--- config.mk ---
export PLATFORM = sky130hd
export DESIGN_NAME = binary_to_decimal_ascii_formatter_top
export DESIGN_NICKNAME = d
export VERILOG_FILES = /design/src/design/b2da_pkg.sv /design/src/design/b2da_dd_stage.sv /design/src/design/b2da_serializer.sv /design/src/design/binary_to_decimal_ascii_formatter_top.sv
export SDC_FILE = /design/constraint.sdc
export NUM_CORES = 1
export LEC_CHECK = 0
export BUFFER_PORTS_ARGS = -buffer_cell sky130_fd_sc_hd__buf_2
export CORE_ASPECT_RATIO = 0.75
export CORE_MARGIN = 5
export CORE_UTILIZATION = 40
export CTS_CLUSTER_SIZE = 12
export DETAILED_ROUTE_END_ITERATION = 16
export GPL_TIMING_DRIVEN = 0
export SYNTH_ARGS = -nofsm -noshare
export SYNTH_HDL_FRONTEND = slang
export SYNTH_SLANG_ARGS = --single-unit
--- constraint.sdc ---
create_clock -name clk -period 8.5 [get_ports clk]
set_input_delay 1.275 -clock clk [delete_from_list [all_inputs] [get_ports clk]]
set_output_delay 1.275 -clock clk [all_outputs]
set_load 0.01 [all_outputs]
--- src/design/b2da_pkg.sv ---
`default_nettype none

package b2da_pkg;

    localparam int VAL_W        = 32;
    localparam int HALF_W       = 16;
    localparam int DIGITS       = 10;
    localparam int BCD_W        = 4 * DIGITS;
    localparam int POS_W        = $clog2(DIGITS);
    localparam int STAGES       = 4;
    localparam int STEPS        = VAL_W / STAGES;
    localparam int S_TDATA_W    = 32;
    localparam int M_TDATA_W    = 8;
    localparam int CHAR_W       = 6;

    typedef enum logic [1:0] {
        OP_SUP16 = 2'd0,
        OP_FIX16 = 2'd1,
        OP_FIX32 = 2'd2,
        OP_NONE  = 2'd3
    } op_t;

    typedef struct packed {
        op_t               opcode;
        logic [VAL_W-1:0]  bin;
        logic [BCD_W-1:0]  bcd;
    } dd_word_t;

    // one double-dabble iteration: add 3 to digits >= 5, then shift in a bit
    function automatic logic [BCD_W-1:0] dd_step(input logic [BCD_W-1:0] bcd,
                                                 input logic bit_in);
        logic [BCD_W-1:0] adj;
        adj = bcd;
        for (int i = 0; i < DIGITS; i++)
        begin
            if (bcd[4*i +: 4] >= 4'd5)
            begin
                adj[4*i +: 4] = bcd[4*i +: 4] + 4'd3;
            end
        end
        return {adj[BCD_W-2:0], bit_in};
    endfunction

endpackage

`default_nettype wire

--- src/design/b2da_dd_stage.sv ---
`default_nettype none

module b2da_dd_stage
    import b2da_pkg::*;
(
    input  wire logic     clk,
    input  wire logic     rst_n,
    input  wire logic     in_valid,
    output logic          in_ready,
    input  wire dd_word_t in_data,
    output logic          out_valid,
    input  wire logic     out_ready,
    output dd_word_t      out_data
);

    logic     valid_reg;
    dd_word_t data_reg;
    dd_word_t data_next;
    logic     load;

    always_comb
    begin
        data_next = in_data;
        for (int k = 0; k < STEPS; k++)
        begin
            data_next.bcd = dd_step(data_next.bcd, data_next.bin[VAL_W-1]);
            data_next.bin = {data_next.bin[VAL_W-2:0], 1'b0};
        end
    end

    assign in_ready = !valid_reg || out_ready;
    assign load     = in_valid && in_ready;

    always_ff @(posedge clk or negedge rst_n)
    begin
        if (!rst_n)
        begin
            valid_reg <= 1'b0;
        end
        else if (in_ready)
        begin
            valid_reg <= in_valid;
        end
    end

    always_ff @(posedge clk)
    begin
        if (load)
        begin
            data_reg <= data_next;
        end
    end

    assign out_valid = valid_reg;
    assign out_data  = data_reg;

endmodule

`default_nettype wire

--- src/design/b2da_serializer.sv ---
`default_nettype none

module b2da_serializer
    import b2da_pkg::*;
(
    input  wire logic             clk,
    input  wire logic             rst_n,
    input  wire logic             in_valid,
    output logic                  in_ready,
    input  wire op_t              in_opcode,
    input  wire logic [BCD_W-1:0] in_bcd,
    output logic                  out_valid,
    input  wire logic             out_ready,
    output logic [CHAR_W-1:0]     out_char,
    output logic                  out_last
);

    logic               have_reg, have_next;
    logic [POS_W-1:0]   pos_reg, pos_next;
    logic [BCD_W-1:0]   bcd_reg;
    logic               out_valid_reg, out_valid_next;
    logic [CHAR_W-1:0]  char_reg;
    logic               last_reg;
    logic [POS_W-1:0]   start_pos;
    logic               out_free, emit, last_emit, load;
    logic [3:0]         digit;

    assign out_free  = !out_valid_reg || out_ready;
    assign emit      = have_reg && out_free;
    assign last_emit = emit && (pos_reg == '0);
    assign in_ready  = !have_reg || last_emit;
    assign load      = in_valid && in_ready;
    assign digit     = bcd_reg[4*pos_reg +: 4];

    always_comb
    begin
        unique case (in_opcode)
            OP_FIX32: start_pos = POS_W'(DIGITS - 1);
            OP_FIX16: start_pos = POS_W'(4);
            OP_SUP16:
            begin
                // leading zeros dropped, two digits kept at least
                if (in_bcd[19:16] != 4'd0)
                    start_pos = POS_W'(4);
                else if (in_bcd[15:12] != 4'd0)
                    start_pos = POS_W'(3);
                else if (in_bcd[11:8] != 4'd0)
                    start_pos = POS_W'(2);
                else
                    start_pos = POS_W'(1);
            end
            default:  start_pos = '0;
        endcase
    end

    always_comb
    begin
        have_next = have_reg;
        pos_next  = pos_reg;
        if (load)
        begin
            have_next = 1'b1;
            pos_next  = start_pos;
        end
        else if (last_emit)
        begin
            have_next = 1'b0;
        end
        else if (emit)
        begin
            pos_next = pos_reg - 1'b1;
        end

        out_valid_next = out_valid_reg;
        if (emit)
            out_valid_next = 1'b1;
        else if (out_ready)
            out_valid_next = 1'b0;
    end

    always_ff @(posedge clk or negedge rst_n)
    begin
        if (!rst_n)
        begin
            have_reg      <= 1'b0;
            pos_reg       <= '0;
            out_valid_reg <= 1'b0;
        end
        else
        begin
            have_reg      <= have_next;
            pos_reg       <= pos_next;
            out_valid_reg <= out_valid_next;
        end
    end

    always_ff @(posedge clk)
    begin
        if (load)
        begin
            bcd_reg <= in_bcd;
        end
        if (emit)
        begin
            char_reg <= {2'b11, digit};
            last_reg <= (pos_reg == '0);
        end
    end

    assign out_valid = out_valid_reg;
    assign out_char  = char_reg;
    assign out_last  = last_reg;

endmodule

`default_nettype wire

--- src/design/binary_to_decimal_ascii_formatter_top.sv ---
// Binary to ASCII decimal formatter. Each input word carries a 32-bit value
// (tdata) and a format code (tuser): 0 prints the low 16 bits without leading
// zeros but with at least two digits, 1 prints the low 16 bits as five digits,
// 2 prints all 32 bits as ten digits, 3 is accepted and produces nothing.
// Output words carry one ASCII digit each, most significant first, with tlast
// on the final digit. Conversion runs through a four-stage double-dabble
// pipeline (eight shift-add-3 steps per stage), then a digit serializer with
// a registered output. An input word is taken every cycle while the pipeline
// has room; digits leave one at a time through the single output port, and
// the serializer takes no new number (2 to 5, 5 or 10 digits) before it
// emits the last digit of the current one.
`default_nettype none

module binary_to_decimal_ascii_formatter_top
    import b2da_pkg::*;
(
    input  wire logic                 clk,
    input  wire logic                 rst_n,
    input  wire logic                 s_tvalid,
    output logic                      s_tready,
    input  wire logic [S_TDATA_W-1:0] s_tdata,   // [31:0] value
    input  wire logic [1:0]           s_tuser,   // [1:0] opcode
    output logic                      m_tvalid,
    input  wire logic                 m_tready,
    output logic [M_TDATA_W-1:0]      m_tdata,   // [5:0] digit_char, [7:6] zero
    output logic                      m_tlast    // last_char
);

    logic     st_valid [STAGES+1];
    logic     st_ready [STAGES+1];
    dd_word_t st_data  [STAGES+1];
    dd_word_t in_word;
    op_t      op_in;
    logic [CHAR_W-1:0] out_char;

    assign op_in = op_t'(s_tuser);

    always_comb
    begin
        in_word.opcode = op_in;
        in_word.bcd    = '0;
        if (op_in == OP_FIX32)
            in_word.bin = s_tdata;
        else
            in_word.bin = {{(VAL_W-HALF_W){1'b0}}, s_tdata[HALF_W-1:0]};
    end

    assign st_data[0]  = in_word;
    assign st_valid[0] = s_tvalid && (op_in != OP_NONE);
    assign s_tready    = st_ready[0];

    for (genvar g = 0; g < STAGES; g++)
    begin : g_stage
        b2da_dd_stage u_stage (
            .clk       (clk),
            .rst_n     (rst_n),
            .in_valid  (st_valid[g]),
            .in_ready  (st_ready[g]),
            .in_data   (st_data[g]),
            .out_valid (st_valid[g+1]),
            .out_ready (st_ready[g+1]),
            .out_data  (st_data[g+1])
        );
    end

    b2da_serializer u_ser (
        .clk       (clk),
        .rst_n     (rst_n),
        .in_valid  (st_valid[STAGES]),
        .in_ready  (st_ready[STAGES]),
        .in_opcode (st_data[STAGES].opcode),
        .in_bcd    (st_data[STAGES].bcd),
        .out_valid (m_tvalid),
        .out_ready (m_tready),
        .out_char  (out_char),
        .out_last  (m_tlast)
    );

    assign m_tdata = {{(M_TDATA_W-CHAR_W){1'b0}}, out_char};

endmodule

`default_nettype wire

==> reports/qor.yml <==
detailed_routing:
  wl_mm: 54.8
  met3_length_mm: 1.97
  routed_via_density: 5.53
  wl_per_cell_microns: 13.0
  post-route-drc-count: 0
  drt-met1-wl_mm: 31.4
  drt-pass1-iter-count: 5
  top_layer_used: "met4"
  first_iter_violations: 1663
  wl_met2_mm: 20.8
  vias: 23300
  postRouteAntennaNets: 0
floorplan:
  die_h_microns: 232
  die_w_microns: 305
  rows: 81
  core_area_sq_um: 65100
  start_util_pct: 40.2
  io-pin-count: 49
  dieArea_sq_um: 70700
cells_and_area:
  seqCellArea_sq_um: 6350
  area_growth_pct: 9.00
  finalCoreUtilization_pct: 43.9
  design_area_sq_um: 28500
  fill_cells: 6404
  drive_above_1_share_pct: 11.4
  fin_nets: 3491
  antennaDiodeCount: 0
  multiInputGateArea_sq_um: 18600
  largest_reg_flops: 158
place:
  dpl_cell_area_sq_um: 27600
  place.gp.congestion: 0.837
  dp_hpwl_mm: 41.8
  dp_slack_ps: 373
  portBuffers: 44
clock_network:
  postCtsHoldBufs: 0
  cts_max_level: 1
  clk_path_buf_depth: 3
  clkTransAtPathRegs_ps: 60
  cts_buffers: 27
  ctsRootBufferMaster: "clkbuf_16"
  cts.sinks: 213
  cts_tree: "done"
  clk_latency_ps: 570
critical_path:
  cp.arrival_ps: 8200
  startpoint_type: "flip-flop"
  critPathRequiredTime_ps: 8880
  critPathMaxStageDelay_ps: 460
  setup.worst_path.class: "reg2reg"
  cpLargestDelayFamily: "compound AO/OA/AOI/OAI gates"
  critical_path.max_fanout: 10
  endpoint_kind: "flip-flop"
  slowest_stage: "a221oi_4"
  cp_common_cell: "ha_1"
  worstPathBufferInverterCount: 6
sta:
  clock.fmax_mhz: 128
  worst_pin_slew_ps: 1120
  slew_viol_final: 0
  fin_crit_sh_pct: 92.0
  period_minus_slack_ps: 7820
  max-slew-margin-rel_pct: 24.5
  rsz0062_at_grt: "false"
  fin_worst_skew_ps: 15.7
  finalWorstSetupSlack_ps: 679
  hold_violations: 0
  tns_ps: 0
  finalSetupViolCount: 0
synth:
  synth-seq-area-share_pct: 24.2
  ys_ff_latch: 213
  avgSynthCellArea_sq_um: 8.10
  synth_top_cells_by_count: "279 x nor2_1, 258 x nand2_1, 236 x o21ai_0"
  syn_inst: 3233
  syn_area_sq_um: 26200
  synth_edf_count: 203
  ys.flop_type: "edfxtp_1"
  synth.most_common_cell: "nor2_1"
  netlist_top_cells_area: "edfxtp_1 23%, ha_1 6.6%, o21ai_0 4.5%, a21oi_1 4.3%, nor2_1 4.0%"
  ys_warn_count: 0
  synth_top_area_share_pct: 23.3
  ys_types: 130
  synthArstFlopShare_pct: 4.69
  yosys.area.top_type: "edfxtp_1"
grt:
  antenna_found_initial: 0
  grt_pass1_wl_mm: 94.8
  grt_pass1_vias: 20100
  grt.overflow.total: 0
  track_usage_pct: 14.8
  grt_max_degree: 42
status:
  status: "complete, no violations"
flow_run:
  drv_cap: 0
worst_hold_path:
  hp-class: "reg2reg"
cells in the final DEF, fill, tap and decap left out, types with 47 or more instances in the layout:
cell,instances
buf_2,67
nand2b_1,76
and2_1,47
edfxtp_1,203
mux2_2,49
a211oi_1,57
a21oi_1,222
nand3_1,85
o21ai_0,236
o211ai_1,50
clkbuf_1,82
ha_1,139
mux2i_1,98
nand2_1,258
nor3_1,85
inv_1,203
nor2_1,279
xnor2_1,88
layout make-up:
cell class,instances,share of cell area (%)
plain buffers,117,1.85
clock buffers,37,2.72
clock inverters,13,0.430
inverters,213,2.80
multi-input cells,2692,65.1
flip-flops and latches,213,22.2
well taps,871,3.82
repair buffers,50,1.10
path summary, 6_finish.rpt:
path	startpoint	to	slack (ps)	cells past startpoint
max	g_stage[0].u_stage.out_data[0]	g_stage[1].u_stage.out_data[9]	680	32
max reg2reg	g_stage[0].u_stage.out_data[0]	g_stage[1].u_stage.out_data[9]	680	32
min in group asynchronous	rst_n	u_ser.pos_reg[2]	560	1
min	g_stage[0].u_stage.out_data[53]	g_stage[1].u_stage.out_data[61]	410	0
min reg2reg	g_stage[0].u_stage.out_data[53]	g_stage[1].u_stage.out_data[61]	410	0
max in group asynchronous	rst_n	g_stage[0].u_stage.out_valid	7730	1
cell families (layout without fill, tap and decap cells):
group,Yosys count,count (layout),share of synthesized area [%]
muxes,170,170,7.43
DFF,213,213,24.2
and+or+nand+nor,1089,1089,20.6
AOI/OAI and AO/OA,1139,1139,30.3
adders and majority gates,147,147,6.95
buffers and inverters,330,430,5.06
other,2,4,0.0287
xor gates and xnor gates,143,143,5.39
metal layers:
metal	GRT usage [%]	up-vias
met3	1.45	45
met1	24.6	10500
met2	20.7	385
met5	0	-
li1	-	12400
met4	2.21	0
what timing repair did:
| item | CTS | global route |
|---|---|---|
| endpoints found under the setup margin | 0 | 7 |
| endpoints found under the hold margin | 0 | 0 |
| resized for setup | 0 | 3 |
| setup buffers | 0 | 2 |
metrics by stage:
step / instances / hold slack (ps)
2_1_floorplan: 3235 / 400
3_3_place_gp: 4150 / 402
5_1_grt: 4206 / 421
6_report: 4206 / 410
3_5_place_dp: 4154 / 405
4_1_cts: 4204 / 417
Power is not shown: default switching activity piles up to over one toggle a cycle in this logic, so the estimate is an artifact.
